File: src/rtl/core/bhpq_pkg.sv
// Shared types, codes and compare function for the binary heap priority queue.
`default_nettype none
package bhpq_pkg;

   // Result status codes
   localparam logic [1:0] ST_DONE  = 2'd0;
   localparam logic [1:0] ST_FULL  = 2'd1;
   localparam logic [1:0] ST_EMPTY = 2'd2;

   // Request mode codes
   localparam logic MODE_INSERT = 1'b0;
   localparam logic MODE_REMOVE = 1'b1;

   // Heap order register values
   localparam logic ORDER_MAX = 1'b0;
   localparam logic ORDER_MIN = 1'b1;

   // Decoded operation
   typedef enum logic {
      OP_INSERT = 1'b0,
      OP_REMOVE = 1'b1
   } op_type;

   // Command passed from front to back
   typedef struct packed {
      op_type             op;
      logic signed [31:0] value;
   } cmd_type;

   // True when key x must sit above key y under the given order
   function automatic logic ranks_above(input logic order, input logic [31:0] x,
                                        input logic [31:0] y);
      logic [31:0] kx;
      logic [31:0] ky;
      kx = x ^ 32'h8000_0000;
      ky = y ^ 32'h8000_0000;
      if (order == ORDER_MIN) begin
         return kx < ky;
      end
      return kx > ky;
   endfunction

endpackage
`default_nettype wire

File: src/rtl/core/bhpq_if.sv
// Request and response channel interfaces of the heap queue.
`default_nettype none
interface bhpq_req_if;
   logic               valid;
   logic               ready;
   logic               mode;
   logic signed [31:0] value;
   modport source (output valid, output mode, output value, input ready);
   modport sink   (input valid, input mode, input value, output ready);
endinterface

`default_nettype wire

File: src/rtl/core/bhpq_front.sv
// Front end: accepts request items, decodes them and queues commands.
`default_nettype none
module bhpq_front (
   input  wire logic         clock,
   input  wire logic         reset,
   bhpq_req_if.sink          req_chan,
   output bhpq_pkg::cmd_type cmd,
   output logic              cmd_valid,
   input  wire logic         cmd_ready
);
   import bhpq_pkg::*;

   cmd_type    slot_ff [2];
   logic       wr_ptr_ff, wr_ptr_in;
   logic       rd_ptr_ff, rd_ptr_in;
   logic [1:0] fill_ff, fill_in;
   logic       push, pop;
   cmd_type    decoded;

   // Decode the incoming item
   always_comb begin
      decoded.op    = (req_chan.mode == MODE_REMOVE) ? OP_REMOVE : OP_INSERT;
      decoded.value = req_chan.value;
   end

   assign req_chan.ready = (fill_ff != 2'd2);
   assign push      = req_chan.valid && req_chan.ready;
   assign cmd_valid = (fill_ff != 2'd0);
   assign pop       = cmd_valid && cmd_ready;
   assign cmd       = slot_ff[rd_ptr_ff];

   // Queue pointers
   always_comb begin
      wr_ptr_in = push ? ~wr_ptr_ff : wr_ptr_ff;
      rd_ptr_in = pop ? ~rd_ptr_ff : rd_ptr_ff;
      fill_in   = fill_ff + {1'b0, push} - {1'b0, pop};
   end

   always_ff @(posedge clock) begin
      if (reset) begin
         wr_ptr_ff <= 1'b0;
         rd_ptr_ff <= 1'b0;
         fill_ff   <= 2'd0;
      end else begin
         wr_ptr_ff <= wr_ptr_in;
         rd_ptr_ff <= rd_ptr_in;
         fill_ff   <= fill_in;
      end
   end

   // Queue storage
   always_ff @(posedge clock) begin
      if (push) begin
         slot_ff[wr_ptr_ff] <= decoded;
      end
   end

endmodule
`default_nettype wire

File: src/flat_wrapper.sv
// flat-port wrapper written by rule: the top's interface ports become plain ports
module bhpq_front_flat import bhpq_pkg::*;
  (clock, reset, cmd, cmd_valid, cmd_ready, req_chan_valid, req_chan_mode, req_chan_value, req_chan_ready);
  bhpq_req_if req_chan_i ();
  input  wire logic clock;
  input  wire logic reset;
  output bhpq_pkg::cmd_type cmd;
  output logic cmd_valid;
  input  wire logic cmd_ready;
  input wire logic [$bits(req_chan_i.valid)-1:0] req_chan_valid;
  input wire logic [$bits(req_chan_i.mode)-1:0] req_chan_mode;
  input wire logic [$bits(req_chan_i.value)-1:0] req_chan_value;
  output wire logic [$bits(req_chan_i.ready)-1:0] req_chan_ready;
  assign req_chan_i.valid = req_chan_valid;
  assign req_chan_i.mode = req_chan_mode;
  assign req_chan_i.value = req_chan_value;
  assign req_chan_ready = req_chan_i.ready;
  bhpq_front u_core (.clock(clock), .reset(reset), .req_chan(req_chan_i), .cmd(cmd), .cmd_valid(cmd_valid), .cmd_ready(cmd_ready));
endmodule
File: config.mk
export PLATFORM = sky130hd
export DESIGN_NAME = bhpq_front_flat
export DESIGN_NICKNAME = d
export VERILOG_FILES = /design/src/rtl/core/bhpq_pkg.sv /design/src/rtl/core/bhpq_if.sv /design/src/rtl/core/bhpq_front.sv /design/src/flat_wrapper.sv
export SDC_FILE = /design/constraint.sdc
export NUM_CORES = 1
export LEC_CHECK = 0
export ABC_AREA = 1
export BUFFER_PORTS_ARGS = -buffer_cell sky130_fd_sc_hd__buf_4
export CAP_MARGIN = 10
export CORE_MARGIN = 3
export CORE_UTILIZATION = 56
export DETAILED_ROUTE_END_ITERATION = 10
export PLACE_DENSITY = 0.8
export SETUP_SLACK_MARGIN = 0.02
export SYNTH_ARGS = -nofsm -noshare
export SYNTH_HDL_FRONTEND = slang
export SYNTH_SLANG_ARGS = --single-unit
export TNS_END_PERCENT = 1
File: constraint.sdc
create_clock -name clock -period 3.8 [get_ports clock]
set_clock_uncertainty 0.15 [all_clocks]
set_input_delay 0.19 -clock clock [delete_from_list [all_inputs] [get_ports clock]]
set_output_delay 0.19 -clock clock [all_outputs]
set_load 0.01 [all_outputs]
==> results of run 1 <==
[metrics by stage]
step / utilization / instance area [um^2]
after floorplan: - / 2790
after global placement: 0.705 / 3350
after detailed placement: 0.705 / 3350
after CTS: 0.811 / 3860
after global routing: 0.811 / 3860
final: 0.811 / 3860
[tightest hold or removal path, cell delays in order]
cell and delay [ns]:
buf_4 0.09, nand3_1 0.08, nand2_1 0.10, nor2_1 0.05
[synthesized netlist by cell type (all sizes together)]
cell type,instances,share of area
edfxtp,66,0.71
mux2,33,0.17
inv,10,0.013
nor2,9,0.012
nand2,8,0.011
dfxtp,5,0.036
buf,4,0.026
nand3,3,0.0054
a21oi,2,0.0036
ha,2,0.0090
[power by group through the flow]
stage | logic (mW) | registers [mW] | clock network [mW]
4_1_cts | 0.685 | 1.10 | 0.501
6_report | 0.683 | 1.09 | 0.490
2_1_floorplan | 0.462 | 1.05 | 0
5_1_grt | 0.734 | 1.11 | 0.540
3_5_place_dp | 0.652 | 1.11 | 0
3_3_place_gp | 0.622 | 1.10 | 0
[sequential cells by signal, summed over array words and instances, names as in the netlist, named ones only]
register,count
u_core.fill_ff,2
u_core.rd_ptr_ff,1
u_core.slot_ff,66
u_core.wr_ptr_ff,1
[area by class of cell]
class,instances,area [um^2],area share
well taps,67,83.8,0.0217
multi-input cells,57,606,0.157
repair buffers,107,891,0.231
clock buffers,11,131,0.0341
flip-flops and latches,71,2080,0.540
clock inverters,5,25.0,0.00649
inverters,10,37.5,0.00973
[worst max path at each step]
| stage | startpoint | end | slack [ns] |
|---|---|---|---|
| floorplan | u_core.fill_ff[0]$_SDFF_PP0_ | u_core.slot_ff[0][0]$_DFFE_PP_ | 1.23 |
| global placement | flip-flop | cmd[1] | 1.89 |
| detailed placement | u_core.fill_ff[0]$_SDFF_PP0_ | u_core.slot_ff[0][7]$_DFFE_PP_ | 1.81 |
| CTS | flip-flop | cmd[1] | 1.48 |
| global route | flip-flop | cmd[1] | 1.39 |
| finish | flip-flop | cmd[32] | 1.52 |
[routing by layer]
metal  GRT usage  part of all wire
met3      0.0721             0.051
met2       0.351              0.56
met4       0.112             0.025
met5           0                 0
met1       0.214              0.36
[kinds of logic (layout without fill, tap and decap cells)]
family,Yosys count,in the layout,synth area share
fa+ha+maj,2,2,0.00897
buf+inv,14,133,0.0390
mux,33,33,0.174
simple gates,20,20,0.0283
compound gates,2,2,0.00359
flops,71,71,0.747
==> flow_metrics.tcl, run 1 <==
set metrics [dict create \
    outcome "completed" \
    cap_violations 0 \
    period_share 0.599 \
    path_class "reg -> out" \
    hold_path_class "in -> reg" \
    startpoint_type "flip-flop" \
    grt_pass1_wl_um 8650 \
    synth-seq-cells 71 \
    ios 72 \
    crit_family "flip-flops" \
    hpwl_um 3220 \
    grtUsageTotal 0.203 \
    slowest_delay_ns 1.03 \
    min_from "cmd_ready" \
    clk_latency_ns 0.33 \
    portBuffers 71 \
    worstSetupEndpointType "output port" \
    place.gp.congestion 0.663 \
    antenna_found_initial 0 \
    r2r_setup_slack_ns 1.82 \
    worstPathMaxFanout 33 \
    syn_area_um2 2790 \
    power.share.sequential 0.483 \
    slowest_stage "dfxtp_2" \
    slew_headroom 0.294 \
    cts_setup_buffers 0 \
    setup_viol 0 \
    whs_ns 0.0658 \
    antenna_cells 0 \
    cts_tree "yes" \
    cp.required_ns 3.46 \
    setup_tns_ns 0 \
    dieHeight_um 76.6 \
    timing.fmax_mhz 439 \
    pwr_density_cell_nw_per_um2 588 \
    first_global_vias 1714 \
    timing.final.ws_setup_ns 1.52 \
    drive_gt1_frac 0.456 \
    die_x_um 76.6 \
    fin_crit_ns 2.28 \
    core_um2 4750 \
    cts.sinks 71 \
    avgSynthCellArea_um2 19.6 \
    hold_viol 0 \
    wirelength_um 5400 \
    worst-path-stages 2 \
    finalPower_mw 2.27 \
    clkTransAtPathRegs_ns 0.07 \
    worstPathArrival_ns 1.94 \
    drcViolationCount 0 \
    p_leak_nw 1.57 \
    grt_max_degree 34 \
    yosysWarningCount 0 \
    nets 295 \
    wl_per_cell_um 16.5 \
    dr.pass1.iters 4 \
    drt_iter0_markers 112 \
    areaGrowthSynthToFinish_pct 38.3 \
    power_frac_comb 0.301 \
    yosysSeqAreaShare 0.747 \
    ant_nets 0 \
    slew_violations 0 \
    rows 25 \
    power.switching_uw 640 \
    cts-resized-gates 0 \
    start_util 0.587 \
    fill_cells 280 \
    worstMarginPinSlew_ns 1.06 \
    layout_commonest_cell "buf_4" \
    overflow 0 \
    vias 1596 \
    ctsHtreeMaxLevel 3 \
    internal_power_mw 1.63 \
    irDropWorstVdd_mv 0.525 \
    via_per_inst 4.87 \
    p_sw_frac 0.282 \
    dieArea_um2 5860 \
    syn_inst 142 \
    path_cells "mux2_2 > buf_4" \
    r2r_start "u_core.fill_ff[0]$_SDFF_PP0_" \
    stdcell_count 328 \
    whs_path_depth 4 \
    syn_nets 181 \
    clock_power_share 0.216 \
    crit_buf_inv 1 \
    final_cell_mix "72 x buf_4, 66 x edfxtp_1, 35 x dlygate4sd3_1" \
    cts_root_buf "clkbuf_8" \
    cts_hold_buf 35 \
    cts.path.max_buffers 2 \
    rr_endpoint "u_core.slot_ff[0][1]$_DFFE_PP_" \
    cts_buffers 9 \
    pre_cts_slack_ns 1.81 \
    rsz0062_at_grt "no" \
    r2r_cells 4 \
    post-place-cells 277 \
    synthDistinctLibCells 12 \
]
Power figures use the tool's default switching activity.
==> inputs of run 2 (changes only) <==
- CORE_UTILIZATION: 56 -> 47
- PLACE_DENSITY: 0.8 -> 0.71
- clock period: 3.8 -> 2 ns (I/O delays scaled with it)
==> run 2 against run 1 <==
Critical path depth is 1 higher. Via count is 0.25% higher. Setup slack worse by 1.2 ns.
==> flow_metrics.tcl, run 2 (synthesized netlist as in run 1, its figures left out) <==
set metrics [dict create \
    rr_endpoint "u_core.fill_ff[1]$_SDFF_PP0_" \
    grt_pass1_wl_um 8530 \
    slew_violations 0 \
    irDropWorstVdd_mv 0.808 \
    cap_violations 0 \
    place.gp.congestion 0.741 \
    clkTransAtPathRegs_ns 0.07 \
    die_x_um 83.0 \
    cts_buffers 9 \
    worstPathArrival_ns 1.47 \
    nets 301 \
    rsz0062_at_grt "no" \
    dieHeight_um 83.0 \
    r2r_start "u_core.fill_ff[1]$_SDFF_PP0_" \
    drcViolationCount 0 \
    reg_top3 "u_core.slot_ff (66), u_core.fill_ff (2)" \
    setup_tns_ns 0 \
    core_um2 5610 \
    ctsHtreeMaxLevel 3 \
    outcome "completed" \
    period_share 0.861 \
    start_util 0.497 \
    cts.sinks 71 \
    path_class "reg -> out" \
    rows 27 \
    holdPathEnd "u_core.fill_ff[0]$_SDFF_PP0_" \
    p_leak_nw 1.60 \
    hold_viol 0 \
    whs_ns 0.335 \
    setup_viol 0 \
    worstMarginPinSlew_ns 0.325 \
    worstPathMaxFanout 16 \
    largest_register "u_core.slot_ff" \
    r2r_setup_slack_ns 0.33 \
    met3_usage 0.0437 \
    portBuffers 71 \
    slew_headroom 0.783 \
    via_per_inst 4.72 \
    cp.required_ns 1.75 \
    startpoint_type "flip-flop" \
    cts_tree "yes" \
    wl_per_cell_um 15.4 \
    drive_gt1_frac 0.464 \
    dr.pass1.iters 4 \
    grt_use_met2 0.294 \
    vias 1600 \
    areaGrowthSynthToFinish_pct 40.2 \
    hold_path_class "in -> reg" \
    min_from "reset" \
    grt.busiest_layer "met2" \
    ant_nets 0 \
    worstSetupEndpointType "output port" \
    pwr_density_cell_nw_per_um2 1100 \
    wirelength_um 5240 \
    grtUsageTotal 0.161 \
    final_cell_mix "77 x buf_4, 66 x edfxtp_1, 36 x dlygate4sd3_1" \
    timing.fmax_mhz 581 \
    antenna_found_initial 0 \
    grt_use_met1 0.172 \
    first_global_vias 1816 \
    cts_setup_buffers 0 \
    hpwl_um 3530 \
    cts.path.max_buffers 2 \
    drt_iter0_markers 74 \
    dieArea_um2 6890 \
    ios 72 \
    layout_commonest_cell "buf_4" \
    r2r_cells 10 \
    overflow 0 \
    clk_latency_ns 0.32 \
    fill_cells 371 \
    fin_crit_ns 1.72 \
    cts_root_buf "clkbuf_8" \
    largest_reg_flops 66 \
    grt_max_degree 20 \
    antenna_cells 0 \
    whs_path_depth 3 \
]
run 2: report_power, final:
group | internal (mW) | switching [mW]
logic | 0.771 | 0.650
registers | 1.90 | 0.0753
clock network | 0.438 | 0.475
total | 3.11 | 1.20
run 2: stage by stage:
stage | worst slack, ns | power, mW | util | cell area (um^2) | std cells
finish | 0.278 | 4.31 | 0.697 | 3910 | 339
global route | 0.216 | 4.53 | 0.697 | 3910 | 339
CTS | 0.256 | 4.35 | 0.697 | 3910 | 339
detailed placement | 0.368 | 3.39 | 0.605 | 3390 | 287
global placement | 0.547 | 3.31 | 0.605 | 3390 | 287
floorplan | 0.178 | 2.87 | - | 2800 | 142
run 2: area by class of cell:
cell class	count	area [um^2]	share of cell area
Timing Repair Buffer	113	938	0.240
Clock inverter	5	25.0	0.00640
Inverter	10	37.5	0.00960
Clock buffer	11	131	0.0336
Sequential cell	71	2080	0.533
Tap cell	72	90.1	0.0230
Multi-Input combinational cell	57	606	0.155
run 2: critical path, cell delays in order (launching register included):
cell and delay [ns]:
dfxtp_2 0.33, buf_4 0.28, mux2_2 0.38, buf_4 0.14
run 2: worst max-delay path by stage:
stage | slack (ns) | startpoint | end | cells after the start
after floorplan | 0.18 | u_core.fill_ff[0]$_SDFF_PP0_ | u_core.slot_ff[1][0]$_DFFE_PP_ | 4
after global placement | 0.55 | u_core.fill_ff[0]$_SDFF_PP0_ | u_core.fill_ff[1]$_SDFF_PP0_ | 9
after detailed placement | 0.37 | u_core.fill_ff[1]$_SDFF_PP0_ | u_core.fill_ff[1]$_SDFF_PP0_ | 10
after CTS | 0.26 | flip-flop | cmd[0] | 3
after global routing | 0.22 | flip-flop | cmd[1] | 3
final | 0.28 | flip-flop | cmd[0] | 3
run 2: what timing repair did:
action | CTS | global route
resized for setup | 0 | 0
hold buffers | 36 | 0
hold endpoints to repair | 71 | 0
endpoints found under the setup margin | 0 | 0
run 2: layer usage:
layer  wire, um  share of wire  vias to the layer above
li1           -              -                      766
met1       1980           0.38                      767
met2       2860           0.55                       57
met3        290          0.055                       10
met4        102          0.019                        0
met5          0              0                        -
